## src/rtl/tu3_pkg.sv

```systemverilog
// Shared constants, types and the job format for the trilinear 2x upsampler.
package tu3_pkg;

  localparam int MaxExtent    = 16;
  localparam int CoordBits    = 4;
  localparam int ChildBits    = 5;
  localparam int ExtentBits   = 5;
  localparam int ValueWidth   = 32;
  localparam int HalfBits     = CoordBits - 1;
  localparam int BankAddrBits = 3 * HalfBits;
  localparam int BankDepth    = 2 ** BankAddrBits;
  localparam int NumBanks     = 8;
  localparam int BankSelBits  = 3;
  localparam int PairWidth    = ValueWidth + 1;
  localparam int SumWidth     = ValueWidth + 3;
  localparam int ShiftBits    = 2;
  localparam int QueueDepth   = 2;
  localparam int QueuePtrBits = 1;
  localparam int CountBits    = $clog2(QueueDepth + 1);
  localparam int CfgIndexBits = 2;

  localparam logic [CfgIndexBits-1:0] CfgExtentX = 2'd0;
  localparam logic [CfgIndexBits-1:0] CfgExtentY = 2'd1;
  localparam logic [CfgIndexBits-1:0] CfgExtentZ = 2'd2;

  localparam logic [ExtentBits-1:0] ExtentReset   = ExtentBits'(16);
  localparam logic [ExtentBits-1:0] MaxExtentCode = ExtentBits'(MaxExtent);

  typedef enum logic [1:0] {
    OP_WRITE,
    OP_READ,
    OP_FLAG
  } op_t;

  typedef logic [BankAddrBits-1:0]       bank_addr_t;
  typedef logic signed [ValueWidth-1:0]  value_t;

  typedef struct packed {
    op_t                              op;
    logic [BankSelBits-1:0]           wr_bank;
    bank_addr_t                       wr_addr;
    value_t                           wr_value;
    logic [NumBanks-1:0]              rd_en;
    logic [NumBanks-1:0][BankAddrBits-1:0] rd_addr;
    logic [ShiftBits-1:0]             shift;
  } job_t;

endpackage

```

## src/rtl/tu3_front.sv

```systemverilog
// Front end: extent registers, item classification and bank address generation.
module tu3_front (
  input  logic                                  clk,
  input  logic                                  rst,
  input  logic                                  cfg_valid,
  output logic                                  cfg_ready,
  input  logic [tu3_pkg::CfgIndexBits-1:0]      cfg_index,
  input  logic [tu3_pkg::ExtentBits-1:0]        cfg_data,
  input  logic                                  in_valid,
  output logic                                  in_ready,
  input  logic                                  kind,
  input  logic [tu3_pkg::CoordBits-1:0]         parent_x,
  input  logic [tu3_pkg::CoordBits-1:0]         parent_y,
  input  logic [tu3_pkg::CoordBits-1:0]         parent_z,
  input  tu3_pkg::value_t                       parent_value,
  input  logic [tu3_pkg::ChildBits-1:0]         child_x,
  input  logic [tu3_pkg::ChildBits-1:0]         child_y,
  input  logic [tu3_pkg::ChildBits-1:0]         child_z,
  output logic                                  job_valid,
  input  logic                                  job_ready,
  output tu3_pkg::job_t                         job
);

  logic [tu3_pkg::ExtentBits-1:0] extent_x;
  logic [tu3_pkg::ExtentBits-1:0] extent_y;
  logic [tu3_pkg::ExtentBits-1:0] extent_z;
  logic [tu3_pkg::ExtentBits-1:0] eff_x;
  logic [tu3_pkg::ExtentBits-1:0] eff_y;
  logic [tu3_pkg::ExtentBits-1:0] eff_z;
  logic                           ok_x;
  logic                           ok_y;
  logic                           ok_z;
  logic [tu3_pkg::CoordBits-1:0]  x0;
  logic [tu3_pkg::CoordBits-1:0]  y0;
  logic [tu3_pkg::CoordBits-1:0]  z0;
  logic                           dx;
  logic                           dy;
  logic                           dz;

  function automatic logic [tu3_pkg::ExtentBits-1:0] clamp_extent(
    input logic [tu3_pkg::ExtentBits-1:0] e
  );
    return (e > tu3_pkg::MaxExtentCode) ? tu3_pkg::MaxExtentCode : e;
  endfunction

  function automatic logic axis_ok(
    input logic [tu3_pkg::ChildBits-1:0]  c,
    input logic [tu3_pkg::ExtentBits-1:0] e
  );
    return (c != '0) && ({1'b0, c} < {e, 1'b0});
  endfunction

  // Returns whether this parity is used on the axis, then the half coordinate.
  function automatic logic [tu3_pkg::HalfBits:0] axis_sel(
    input logic [tu3_pkg::CoordBits-1:0] p0,
    input logic                          d,
    input logic                          par
  );
    logic                          match;
    logic [tu3_pkg::CoordBits-1:0] coord;
    match = (p0[0] == par);
    coord = match ? p0 : p0 + tu3_pkg::CoordBits'(1);
    return {match | d, coord[tu3_pkg::CoordBits-1:1]};
  endfunction

  assign cfg_ready = 1'b1;
  assign job_valid = in_valid;
  assign in_ready  = job_ready;

  always_ff @(posedge clk) begin
    if (rst) begin
      extent_x <= tu3_pkg::ExtentReset;
      extent_y <= tu3_pkg::ExtentReset;
      extent_z <= tu3_pkg::ExtentReset;
    end else if (cfg_valid) begin
      unique case (cfg_index)
        tu3_pkg::CfgExtentX: extent_x <= cfg_data;
        tu3_pkg::CfgExtentY: extent_y <= cfg_data;
        tu3_pkg::CfgExtentZ: extent_z <= cfg_data;
        default: ;
      endcase
    end
  end

  assign eff_x = clamp_extent(extent_x);
  assign eff_y = clamp_extent(extent_y);
  assign eff_z = clamp_extent(extent_z);
  assign ok_x  = axis_ok(child_x, eff_x);
  assign ok_y  = axis_ok(child_y, eff_y);
  assign ok_z  = axis_ok(child_z, eff_z);

  always_comb begin
    logic [tu3_pkg::ChildBits-1:0] mx;
    logic [tu3_pkg::ChildBits-1:0] my;
    logic [tu3_pkg::ChildBits-1:0] mz;
    mx = child_x - tu3_pkg::ChildBits'(1);
    my = child_y - tu3_pkg::ChildBits'(1);
    mz = child_z - tu3_pkg::ChildBits'(1);
    x0 = mx[tu3_pkg::ChildBits-1:1];
    y0 = my[tu3_pkg::ChildBits-1:1];
    z0 = mz[tu3_pkg::ChildBits-1:1];
    dx = ~child_x[0];
    dy = ~child_y[0];
    dz = ~child_z[0];
  end

  always_comb begin
    logic [tu3_pkg::HalfBits:0] sx;
    logic [tu3_pkg::HalfBits:0] sy;
    logic [tu3_pkg::HalfBits:0] sz;
    job          = '0;
    job.wr_bank  = {parent_z[0], parent_y[0], parent_x[0]};
    job.wr_addr  = {parent_z[tu3_pkg::CoordBits-1:1], parent_y[tu3_pkg::CoordBits-1:1],
                    parent_x[tu3_pkg::CoordBits-1:1]};
    job.wr_value = parent_value;
    job.shift    = tu3_pkg::ShiftBits'(dx) + tu3_pkg::ShiftBits'(dy) +
                   tu3_pkg::ShiftBits'(dz);
    for (int b = 0; b < tu3_pkg::NumBanks; b++) begin
      sx = axis_sel(x0, dx, b[0]);
      sy = axis_sel(y0, dy, b[1]);
      sz = axis_sel(z0, dz, b[2]);
      job.rd_en[b]   = sx[tu3_pkg::HalfBits] & sy[tu3_pkg::HalfBits] & sz[tu3_pkg::HalfBits];
      job.rd_addr[b] = {sz[tu3_pkg::HalfBits-1:0], sy[tu3_pkg::HalfBits-1:0],
                        sx[tu3_pkg::HalfBits-1:0]};
    end
    if (!kind) begin
      job.op = tu3_pkg::OP_WRITE;
    end else if (ok_x && ok_y && ok_z) begin
      job.op = tu3_pkg::OP_READ;
    end else begin
      job.op = tu3_pkg::OP_FLAG;
    end
  end

endmodule

```

## config.mk

```make
export PLATFORM = sky130hd
export DESIGN_NAME = tu3_front
export DESIGN_NICKNAME = d
export VERILOG_FILES = /design/src/rtl/tu3_pkg.sv /design/src/rtl/tu3_front.sv
export SDC_FILE = /design/constraint.sdc
export NUM_CORES = 1
export LEC_CHECK = 0
export ABC_CLOCK_PERIOD_IN_PS = 2200
export BUFFER_PORTS_ARGS = -buffer_cell sky130_fd_sc_hd__buf_2
export CORE_MARGIN = 2
export CORE_UTILIZATION = 39
export DETAILED_ROUTE_END_ITERATION = 10
export PLACE_DENSITY = 0.83
export SYNTH_ARGS = -nofsm -noshare
export SYNTH_HDL_FRONTEND = slang
export SYNTH_SLANG_ARGS = --single-unit
```

## constraint.sdc

```tcl
create_clock -name clk -period 2.2 [get_ports clk]
set_clock_uncertainty 0.1 [all_clocks]
set_input_delay 0 -clock clk [delete_from_list [all_inputs] [get_ports clk]]
set_output_delay 0 -clock clk [all_outputs]
set_load 0.03 [all_outputs]
```

==> reports/summary.txt <==
main combinational cell family by area after synthesis: buffers and inverters
distinct cell type count after synthesis: 35
setup slack after layout: 52.0 ps
max_cap viols: 0
Max VDD drop: 317 uV
worst path required time: 2100 ps
routed wire length: 5400 um
R2R depth: 3
worst-path fanout max: 5
Total Routing Usage GR: 0.150
post-synthesis xor/xnor area fraction: 0.0656
FF/Latch Area: 300 sq um
Synth Area in Simple Gates: 0.184
routing usage on met1: 0.160
top cell type's share of synthesized area: 0.334
multi-input logic area: 1160 sq um
first-pass GRT wire length: 7600 um
final net count: 436
Post-Place Setup Slack: 327 ps
clock latency at the later pin of the worst-skew pair: 250 ps
Area growth, synth to finish: 21.2%
fmax: 466 MHz
met3 Resource Use GR: 0.0124
PwrDens: 600 nW/um^2
Tcrit/Tclk final: 0.976
clock buffer count from CTS: 3
grt met2 use: 0.301
gr busiest metal: met2
gpl congestion: 0.803
DIE AREA: 6440 sq um
CP Capture Point: job[126]
via count of the first global-routing pass: 1667
worst-margin pin slew: 531 ps
Max-Slew Margin vs Limit: 0.644
largest net degree at the start of global routing: 16
Worst setup EP type: output pin
CORE AREA: 5570 sq um
setup bufs post-CTS: 0
multiplexer area fraction after synthesis: 0.0530
worst hold-check path type: in2reg
# DRC: 0
final instance area: 2750 sq um
CP arrival: 2050 ps
Clock Pin Slew Worst Setup and Hold Paths: 50 ps
CP max stage delay: 340 ps
H-tree Lvls: 1
CTS sink cnt: 15
# setup viols final: 0
WP buf/inv: 1
family with the most delay on the worst path: simple AND/OR/NAND/NOR gates
worst hold path depth: 4
post-synthesis compound-gate area fraction: 0.0645
Vias: 1917
fraction of layout cells with a size suffix above 1: 0.367
R2R Path End: extent_z[0]
grt total ovfl: 0
I/O Pins: 203
critical path launch point type: flop
adder-cell share of the synthesized area: 0.141
Fill cells: 534
Reg2Reg Setup Slack: 880 ps
placed cell areas: 2140 sq um
Routed Antenna Nets: 0
final slew viol count: 0
Reg-to-Reg Start: extent_z[0]
Crit path depth: 6
Worst Setup SP: extent_x[4]
# diodes: 0
top cells by area in the synthesized netlist: buf_4 33%, dfxtp_1 13%, ha_1 13%
initial antenna violation count: 0
cells after synthesis: 271
slowest stage cell, crit path: a2111oi_4
Avg WL per Cell: 13.2 um
leading cell type in the layout, fill and taps excluded: buf_2
critical path type: reg2out
leakage power: 1.37 nW
number of I/O port buffers: 109
sequential element share of the synthesized area: 0.132
Rows: 27
Pwr Total: 1.65 mW
Ys Warns: 0
outcome: completed
RSZ-0062 raised after global routing: yes
Starting Density: 0.407
Syn Area/Cell: 8.37 sq um
CP Cell Sequence: nand2b_1 -> ha_1 -> a2111oi_4 -> nor4_2 -> nor4b_2 -> buf_4
flops & latches, synth: 15
CTS Root Cell: clkbuf_8
Util after Layout: 0.493
vias per inst: 4.68
Mapped Nets: 368
clk buf depth: 2
die width: 80.3 um
area leader, netlist: buf_4
most frequent cells in the layout: 108 x buf_2, 56 x dlygate4sd3_1, 24 x ha_1
Vert. Die Dim: 80.3 um
minimum clock period: 2150 ps
CTS tree: built
DRT iter0 DRCs: 49
1st-pass router iterations: 4
Fin. Hold Viols: 0
Synth Cell Area: 2270 sq um
HPWL after DPL: 4070 um
-- metal layers --
metal / up-vias / routed length (um)
li1: 927 / -
met1: 866 / 1930
met2: 115 / 3010
met3: 9 / 365
met4: 0 / 89
met5: - / 0
-- layout make-up --
type	count	area share
Clock buffer	4	0.0164
Inverter	13	0.0177
Multi-Input combinational cell	141	0.421
Sequential cell	15	0.109
Tap cell	72	0.0328
Timing Repair Buffer	165	0.403
-- cells by family (layout without fill, tap and decap cells) --
| kind of cell | count (synthesis) | count (layout) |
|---|---|---|
| buf+inv | 115 | 182 |
| compound gates | 15 | 15 |
| mux | 12 | 12 |
| simple gates | 71 | 71 |
| flops | 15 | 15 |
| xor+xnor | 17 | 17 |
| other cells | 1 | 1 |
| fa+ha+maj | 25 | 25 |
-- sequential cells by signal, summed over array words and instances (netlist names) --
name and count:
extent_z 5, extent_y 5, extent_x 5
-- synth_stat cells --
cell,n
buf_4,101
ha_1,24
nor2_1,21
dfxtp_1,15
nor3_1,14
inv_1,13
mux2i_1,12
nand2b_1,12
xnor2_1,9
xor2_1,8
nand2_1,4
nor2b_1,4
a211o_1,3
nand2b_4,3
nand3b_1,3
or2_2,3
a2111oi_2,2
a211oi_1,2
nor4b_1,2
a2111oi_4,1
a31oi_1,1
clkbuf_1,1
conb_1,1
fa_1,1
nor3b_1,1
nor3b_2,1
nor4_1,1
nor4_2,1
nor4b_2,1
o211ai_1,1
o21a_1,1
o21ai_0,1
o21ai_1,1
o31a_1,1
o31ai_1,1
-- worst min path at each step --
stage	end	slack (ps)	startpoint
after detailed placement	job[100]	-100	parent_value[18]
final	extent_x[1]	70	cfg_index[0]
after floorplan	extent_x[0]	-30	rst
after global placement	job[100]	-100	parent_value[18]
after CTS	extent_x[1]	70	cfg_index[0]
after global routing	extent_x[3]	110	cfg_index[0]
-- power by group --
group / switching [mW] / internal (mW)
clock: 0.0936 / 0.128
combinational: 0.808 / 0.331
sequential: 0.00888 / 0.282
total: 0.910 / 0.741
-- timing repair --
item / 4_1_cts / 5_1_grt
hold buffers: 56 / 0
endpoints found under the hold margin: 59 / 0
setup endpoints to repair: 0 / 2
resized for setup: 0 / 1
-- worst min-delay path, delay by kind of cell --
kind / cells / cell delay (ps)
simple gates: 2 / 160
mux: 1 / 130
buf+inv: 1 / 100
-- stage by stage --
| step | instances | hold WS [ps] | setup TNS (ps) |
|---|---|---|---|
| after CTS | 410 | 72.7 | 0 |
| after floorplan | 271 | -27.6 | 0 |
| after global routing | 410 | 114 | -77.0 |
| after global placement | 350 | -99.8 | 0 |
| after detailed placement | 350 | -99.8 | 0 |
| final | 410 | 74.0 | 0 |
No activity file was read; power rests on OpenSTA's default activity.
