===== src/rtl/tu3_pkg.sv =====
// Shared constants, types and the job format for the trilinear 2x upsampler.
package tu3_pkg;

  localparam int MaxExtent    = 16;
  localparam int CoordBits    = 4;
  localparam int ChildBits    = 5;
  localparam int ExtentBits   = 5;
  localparam int ValueWidth   = 32;
  localparam int HalfBits     = CoordBits - 1;
  localparam int BankAddrBits = 3 * HalfBits;
  localparam int BankDepth    = 2 ** BankAddrBits;
  localparam int NumBanks     = 8;
  localparam int BankSelBits  = 3;
  localparam int PairWidth    = ValueWidth + 1;
  localparam int SumWidth     = ValueWidth + 3;
  localparam int ShiftBits    = 2;
  localparam int QueueDepth   = 2;
  localparam int QueuePtrBits = 1;
  localparam int CountBits    = $clog2(QueueDepth + 1);
  localparam int CfgIndexBits = 2;

  localparam logic [CfgIndexBits-1:0] CfgExtentX = 2'd0;
  localparam logic [CfgIndexBits-1:0] CfgExtentY = 2'd1;
  localparam logic [CfgIndexBits-1:0] CfgExtentZ = 2'd2;

  localparam logic [ExtentBits-1:0] ExtentReset   = ExtentBits'(16);
  localparam logic [ExtentBits-1:0] MaxExtentCode = ExtentBits'(MaxExtent);

  typedef enum logic [1:0] {
    OP_WRITE,
    OP_READ,
    OP_FLAG
  } op_t;

  typedef logic [BankAddrBits-1:0]       bank_addr_t;
  typedef logic signed [ValueWidth-1:0]  value_t;

  typedef struct packed {
    op_t                              op;
    logic [BankSelBits-1:0]           wr_bank;
    bank_addr_t                       wr_addr;
    value_t                           wr_value;
    logic [NumBanks-1:0]              rd_en;
    logic [NumBanks-1:0][BankAddrBits-1:0] rd_addr;
    logic [ShiftBits-1:0]             shift;
  } job_t;

endpackage


===== src/rtl/tu3_queue.sv =====
// Short job queue between the classifying front end and the back end.
module tu3_queue (
  input  logic           clk,
  input  logic           rst,
  input  logic           in_valid,
  output logic           in_ready,
  input  tu3_pkg::job_t  in_job,
  output logic           out_valid,
  input  logic           out_ready,
  output tu3_pkg::job_t  out_job
);

  tu3_pkg::job_t                      slots [tu3_pkg::QueueDepth];
  logic [tu3_pkg::QueuePtrBits-1:0]   wr_ptr;
  logic [tu3_pkg::QueuePtrBits-1:0]   rd_ptr;
  logic [tu3_pkg::CountBits-1:0]      count;
  logic                               push;
  logic                               pop;

  assign in_ready  = (count != tu3_pkg::CountBits'(tu3_pkg::QueueDepth));
  assign out_valid = (count != '0);
  assign out_job   = slots[rd_ptr];
  assign push      = in_valid && in_ready;
  assign pop       = out_valid && out_ready;

  always_ff @(posedge clk) begin
    if (push) begin
      slots[wr_ptr] <= in_job;
    end
    if (rst) begin
      wr_ptr <= '0;
      rd_ptr <= '0;
      count  <= '0;
    end else begin
      if (push) begin
        wr_ptr <= wr_ptr + 1'b1;
      end
      if (pop) begin
        rd_ptr <= rd_ptr + 1'b1;
      end
      if (push && !pop) begin
        count <= count + 1'b1;
      end else if (pop && !push) begin
        count <= count - 1'b1;
      end
    end
  end

endmodule


===== config.mk =====
export PLATFORM = sky130hd
export DESIGN_NAME = tu3_queue
export DESIGN_NICKNAME = d
export VERILOG_FILES = /design/src/rtl/tu3_pkg.sv /design/src/rtl/tu3_queue.sv
export SDC_FILE = /design/constraint.sdc
export NUM_CORES = 1
export LEC_CHECK = 0
export ABC_AREA = 1
export CAP_MARGIN = 20
export CORE_AREA = 2 2 149 151
export CTS_CLUSTER_DIAMETER = 120
export DETAILED_ROUTE_END_ITERATION = 8
export DIE_AREA = 0 0 151 153
export DONT_BUFFER_PORTS = 1
export HOLD_SLACK_MARGIN = 0.03
export PLACE_DENSITY_LB_ADDON = 0.2
export SLEW_MARGIN = 15
export SYNTH_ARGS = -nofsm -noshare
export SYNTH_HDL_FRONTEND = slang
export SYNTH_SLANG_ARGS = --single-unit
export TNS_END_PERCENT = 30

===== constraint.sdc =====
create_clock -name clk -period 22 [get_ports clk]
set_input_delay 3.3 -clock clk [delete_from_list [all_inputs] [get_ports clk]]
set_output_delay 3.3 -clock clk [all_outputs]
set_load 0.02 [all_outputs]

==> results of run 1 <==
## synthesized netlist by cell type
library cell	n	share of area [%]
mux2_2	128	15
ha_1	1	0.13
a21oi_1	2	0.10
edfxtp_1	256	81
nand3_1	2	0.10
dfxtp_1	5	1.0
nand4_1	1	0.066
buf_6	6	0.71
o21ai_0	2	0.10
nor2_1	7	0.28
inv_1	8	0.31
clkbuf_8	8	1.2
nand2_1	9	0.35
## critical path: cells and delay by family, from the launching register on
kind                   cells  cell delay, ns
buffers and inverters      1            0.76
flip-flops                 1            0.87
multiplexers               1            0.49
## through the flow
stage / instance area [um^2] / total power [mW] / hold slack [ns]
2_1_floorplan: 9550 / 0.912 / 0.465
3_3_place_gp: 9770 / 0.930 / 0.478
3_5_place_dp: 9770 / 0.935 / 0.509
4_1_cts: 10700 / 1.38 / 0.517
5_1_grt: 10700 / 1.42 / 0.563
6_report: 10700 / 1.36 / 0.515
## sequential cells by signal, indices dropped and copies added (netlist names), named ones only
signal and flops:
count 2, slots 256, rd_ptr 1, wr_ptr 1
## power groups by stage
stage / combinational [mW] / clock (mW) / sequential (mW)
final: 0.263 / 0.444 / 0.657
after global routing: 0.278 / 0.475 / 0.664
after CTS: 0.269 / 0.457 / 0.658
after detailed placement: 0.267 / 0 / 0.668
after global placement: 0.264 / 0 / 0.666
after floorplan: 0.248 / 0 / 0.664
## per-layer routing
metal	vias up	share of wire (%)	GRT usage, %
li1	1746	-	-
met2	174	51	24.0
met1	1969	35	14.4
met5	-	0	0
met3	32	11	5.55
met4	0	2.8	4.94
## kinds of logic after synthesis
group,share of synthesized area (%)
flip-flops,81.6
multiplexers,15.1
buffers and inverters,2.18
AND/OR/NAND/NOR,0.800
AO/OA/AOI/OAI,0.210
adder cells (fa/ha/maj),0.131
## layout make-up
type | count | area, um^2 | area share [%]
inverter | 8 | 30.0 | 0.282
sequential | 261 | 7790 | 73.1
timing repair buffer | 5 | 37.5 | 0.352
clock buffer | 38 | 716 | 6.72
tap | 280 | 350 | 3.29
multi-input combinational | 152 | 1570 | 14.7
clock inverter | 10 | 164 | 1.54
## worst max path at each step
stage	start	end	slack (ns)	depth (start not counted)
after CTS	flop	out_job[121]	15.86	2
final	flop	out_job[21]	15.91	2
after floorplan	in_valid	slots[0][0]$_DFFE_PP_	12.67	2
after detailed placement	flop	out_job[121]	16.41	2
after global placement	flop	out_job[61]	16.47	2
after global routing	flop	out_job[73]	15.73	2
==> key figures, run 1 <==
Detailed routing
  – # DRC: 0
  – First drt pass iteration count: 6
  – Routed Antenna Nets: 0
  – Final wirelength: 16500 um
  – 1st-iter DRT viols: 213
  – Routed vias: 3921
  – DR vias/cell: roughly 5.2
  – Wire length per cell: 21.9 um

Global routing
  – Grt total ovfl: 0
  – Pin count of the biggest net entering global routing: 71
  – First-pass GRT wire length: 23900 um
  – Vias in the first global route: 4125
  – Total Routing Usage GR: 13.5%
  – Initial antenna violation count: 0

STA
  – Post-route minimum period: 6.09 ns
  – Worst Skew: approximately 0.014 ns
  – Final hold violation count: 0
  – Slew @ Worst Pin: 0.920 ns
  – Setup ws final: 15.91 ns
  – Max Clk Rate: 164 MHz
  – Slew Limit Fails: 0
  – Final Setup Violations: 0
  – Period Utilization, post-route: 27.7%
  – Slew Limit Headroom: 38.7%
  – RSZ-0062 raised after global routing: false
  – Setup TNS: 0 ns

Power
  – Flop pwr share: roughly half
  – Worst vdd ir: 88.7 uV
  – Pint: 0.982 mW
  – Logic pwr share: between 10% and 20%
  – Pwr dens: 128 nW/um^2
  – Leak pwr: 3.43 nW
  – Sw Ratio: between 20% and 30%
  – Psw: 0.382 mW
  – Clock share of power: 32.6%

CTS
  – Root Buffer: clkbuf_16
  – CTS tree: done
  – Postcts setup bufs: 0
  – Post-CTS Hold Fix Bufs: 0
  – CTS-repair resized insts: 0
  – CTS Sinks: 261
  – Max H-tree Level: 1
  – Skew-Pair Late Insertion Delay: 0.52 ns
  – CTS buffer count: 26
  – Clk buf depth: 3
  – CTS clk-pin slew, worst paths: 0.05 ns

Setup path
  – Reg-to-Reg End: slots[1][21]$_DFFE_PP_
  – Crit path DAT: 2.79 ns
  – Critical Path RT: between 15 and 20 ns
  – Reg2Reg Depth: 5
  – Max incr delay on CP: 0.87 ns
  – CP startpoint kind: flop
  – Cell Chain, Critical Path: buf_4 > mux2_2
  – Slowest CP cell: dfxtp_4
  – FF-to-FF setup slack: 19.88 ns
  – Critical Setup Path Class: flop to output port
  – Worst flop-to-flop path startpoint: count[0]$_SDFFE_PP0P_
  – Crit-path max FO: 70
  – Crit. End Element: output port

Synth
  – Syn. warnings: 0
  – Register area share after synthesis: 81.6%
  – Syn Std Cell Area: 9550 um^2
  – Syn avg cell area: roughly 22 um^2
  – Netlist cell types: 13
  – Syn nets: 568
  – Syn Inst Count: 435
  – Yosys reg bits: ~260

Layout
  – Non-filler cells, final: 754
  – Final #Nets: 587
  – Area Growth Syn to Fin: 11.6%
  – Commonest non-fill, non-tap cell in the layout: edfxtp_1
  – Layout Utilization: 49.6%
  – Most frequent cells in the layout: 256 x edfxtp_1, 128 x mux2_2, 26 x clkbuf_16
  – Antenna Cells: 0
  – Fill cells: ~1.7k
  – Share of layout cells above drive strength 1: 36.3%

Floorplan
  – Rows: 54
  – Die ar.: ~23000 um^2
  – Die width: 151 um
  – I/O pin count: 262
  – Starting density of the core: 44.4%
  – Chip Height: 153 um
  – Core ar.: ~21000 um^2

Placement
  – HPWL Detailed: 10600 um
  – RePlAce Congestion: 0.751
  – Placed Cells: 706
  – Pre-CTS setup slack: 16.41 ns
  – PortBufs: 0

Run status
  – Status: finished, final reports clean

Hold path
  – Worst hold stages: 2
  – Hold path start: rd_ptr$_SDFFE_PP0P_
  – Hold crit path type: flop to flop

Job
  – Max-Cap Viols: 0
(Power assumes the default switching activity.)
==> run 2: changes to the inputs <==
==> constraint.sdc (replaced) <==
create_clock -name clk -period 5.6 [get_ports clk]
set_input_delay 0.84 -clock clk [delete_from_list [all_inputs] [get_ports clk]]
set_output_delay 0.84 -clock clk [all_outputs]
set_load 0.02 [all_outputs]
==> run 2 against run 1 <==
Against the previous run: worst hold slack worse by 0.098 ns; combinational power grew to 4.1 times the previous value; clock-buffer cell count is 4 lower; final area decreased by 0.58%; setup slack worse by 13 ns; total power increased to 3.8 times the previous value; clock power rose to 3.6 times the previous value; non-clock buffer count is 2 higher; sequential cell count stayed put; global-route usage is 0.060 points lower; sequential power rose to 3.9 times the previous value; critical endpoint is now out_job[118].
==> key figures, run 2 (synthesis gave the netlist of run 1 again) <==
Floorplan
  – Rows: 54 (unchanged)
  – Core ar.: 21500 um^2 (unchanged)
  – Chip Height: 153 um (unchanged)
  – Die ar.: 23100 um^2 (unchanged)
  – I/O pin count: 262 (unchanged)
  – Die width: 151 um (unchanged)
  – Starting density of the core: 44.4% (unchanged)

Detailed routing
  – Final wirelength: 16400 um (-0.41%)
  – DR vias/cell: 5.15 (-0.91%)
  – Routed vias: 3880 (-1.0%)
  – First drt pass iteration count: 4 (-2)
  – Wire length per cell: 21.8 um (-0.27%)
  – # DRC: 0 (unchanged)
  – 1st-iter DRT viols: 191 (-10%)
  – Routed Antenna Nets: 0 (unchanged)

Power
  – Worst vdd ir: 268 uV (+200%)
  – Tot Pwr: 5.20 mW (+280%)
  – Leak pwr: 3.41 nW (-0.59%)
  – Pwr dens: 491 nW/um^2 (+280%)
  – Pint: 3.71 mW (+280%)
  – Sw Ratio: 28.6% (+0.58 points)
  – Flop pwr share: 49.0% (+0.9 points)
  – Clock share of power: 30.3% (-2.3 points)
  – Logic pwr share: 20.7% (+1.4 points)
  – Psw: 1.49 mW (+290%)

Hold path
  – Hold path start: in_job[77]
  – Hold crit path type: input pin to flop

Global routing
  – Total Routing Usage GR: 13.5% (-0.060 points)
  – Grt total ovfl: 0 (unchanged)
  – GR Util met3: 6.39% (+0.84 points)
  – Pin count of the biggest net entering global routing: 66 (-7.0%)
  – Initial antenna violation count: 0 (unchanged)
  – Grt peak-use layer: met2
  – Met1 usage: 14.6% (+0.19 points)
  – GR Layer Usage met2: 23.0% (-1.0 points)
  – Vias in the first global route: 4005 (-2.9%)
  – First-pass GRT wire length: 23600 um (-1.4%)

STA
  – Post-route minimum period: 3.16 ns
  – Final hold violation count: 0 (unchanged)
  – Slew Limit Fails: 0 (unchanged)
  – RSZ-0062 raised after global routing: false
  – Worst Skew: 0.00527 ns (-0.00878 ns)
  – Final Setup Violations: 0 (unchanged)
  – Max Clk Rate: 316 MHz
  – Slew Limit Headroom: 40.8% (+2.1 points)
  – Slew @ Worst Pin: 0.889 ns (-0.0315 ns)
  – Period Utilization, post-route: 56.4%
  – Setup ws final: 2.44 ns (-13.47 ns)

CTS
  – CTS clk-pin slew, worst paths: 0.06 ns (about the same)
  – Post-CTS Hold Fix Bufs: 0 (unchanged)
  – Max H-tree Level: 1 (unchanged)
  – CTS Sinks: 261 (unchanged)
  – Clk buf depth: 3 (unchanged)
  – Skew-Pair Late Insertion Delay: 0.51 ns (about the same)
  – CTS-repair resized insts: 0 (unchanged)
  – CTS tree: done
  – CTS buffer count: 26 (unchanged)
  – Root Buffer: clkbuf_16
  – Postcts setup bufs: 0 (unchanged)

Setup path
  – Max incr delay on CP: 0.65 ns (-0.22 ns)
  – Crit path DAT: 2.32 ns (-0.47 ns)
  – Crit-path max FO: 55 (-21%)
  – Slowest CP cell: buf_4
  – Top delay family on crit path: buffers and inverters
  – Crit. End Element: output port
  – Critical Path RT: 4.76 ns (-13.94 ns)
  – Buf/Inv on CP: 1 (unchanged)
  – CP startpoint kind: flop
  – Worst flop-to-flop path startpoint: count[0]$_SDFFE_PP0P_
  – Critical Setup Path Class: flop to output port
  – Cell Chain, Critical Path: buf_4 > mux2_2

Job
  – Max-Cap Viols: 0 (unchanged)

Layout
  – Commonest non-fill, non-tap cell in the layout: edfxtp_1
  – Area Growth Syn to Fin: 11.0%
  – Share of layout cells above drive strength 1: 35.9% (-0.35 points)
  – Antenna Cells: 0 (unchanged)
  – Most frequent cells in the layout: 256 x edfxtp_1, 128 x mux2_2, 27 x clkbuf_16
  – Finished Cell Area: 10600 um^2 (-0.58%)
  – Max reg flops: 256 (unchanged)
  – Biggest register: slots
  – Final #Nets: 589 (+0.34%)
  – Top Registers: slots (256), count (2)

Placement
  – Placement-stage cell area: 9810 um^2 (+0.41%)
  – Pre-CTS setup slack: 2.92 ns (-13.48 ns)
  – RePlAce Congestion: 0.718 (-4.3%)
  – PortBufs: 0 (unchanged)
  – HPWL Detailed: 10600 um (+0.19%)

Run status
  – Status: finished, final reports clean
[run 2: cell count changes in the layout (fill, tap and decap cells not counted)]
| cell | before | now |
|---|---|---|
| bufinv_16 | 4 | 1 |
| clkbuf_16 | 26 | 27 |
| buf_12 | 0 | 2 |
| clkinv_8 | 1 | 0 |
| clkinv_1 | 2 | 6 |
| clkbuf_8 | 2 | 0 |
| clkinv_2 | 1 | 3 |
| clkbuf_1 | 10 | 7 |
| clkinv_4 | 0 | 1 |
| clkinvlp_4 | 2 | 0 |
[run 2: stage by stage]
step	cells	TNS, ns	util, %	hold WS, ns
2_1_floorplan	435	-325.97	-	0.465
3_3_place_gp	707	0	45.6	0.488
3_5_place_dp	708	0	45.7	0.493
4_1_cts	753	0	49.3	0.384
5_1_grt	753	0	49.3	0.383
6_report	753	0	49.3	0.417
[run 2: power groups by stage]
stage                     Clock, mW  Combinational [mW]  Sequential, mW
final                          1.58                1.08            2.55
after detailed placement          0                1.10            2.59
after floorplan                   0               0.974            2.61
after global placement            0                1.08            2.58
after CTS                      1.63                1.10            2.55
after global routing           1.71                1.14            2.57
[run 2: routing by layer]
layer  routed length [um]  part of all wire, %
met1                 5510                   34
met2                 8280                   50
met3                 2230                   14
met4                  426                  2.6
met5                    0                    0
[run 2: cell type report]
cell class / count / area, um^2
Inverter: 8 / 30.0
Fill cell: 1737 / 10900
Sequential cell: 261 / 7790
Clock buffer: 34 / 702
Tap cell: 280 / 350
Timing Repair Buffer: 7 / 77.6
Clock inverter: 11 / 76.3
Multi-Input combinational cell: 152 / 1570
[run 2: final timing paths]
check	end	slack [ns]	cells after the start
min reg2reg	flop	0.50	2
min	slots[1][77]$_DFFE_PP_	0.42	0
max reg2reg	slots[1][9]$_DFFE_PP_	3.34	6
max	out_job[118]	2.44	2
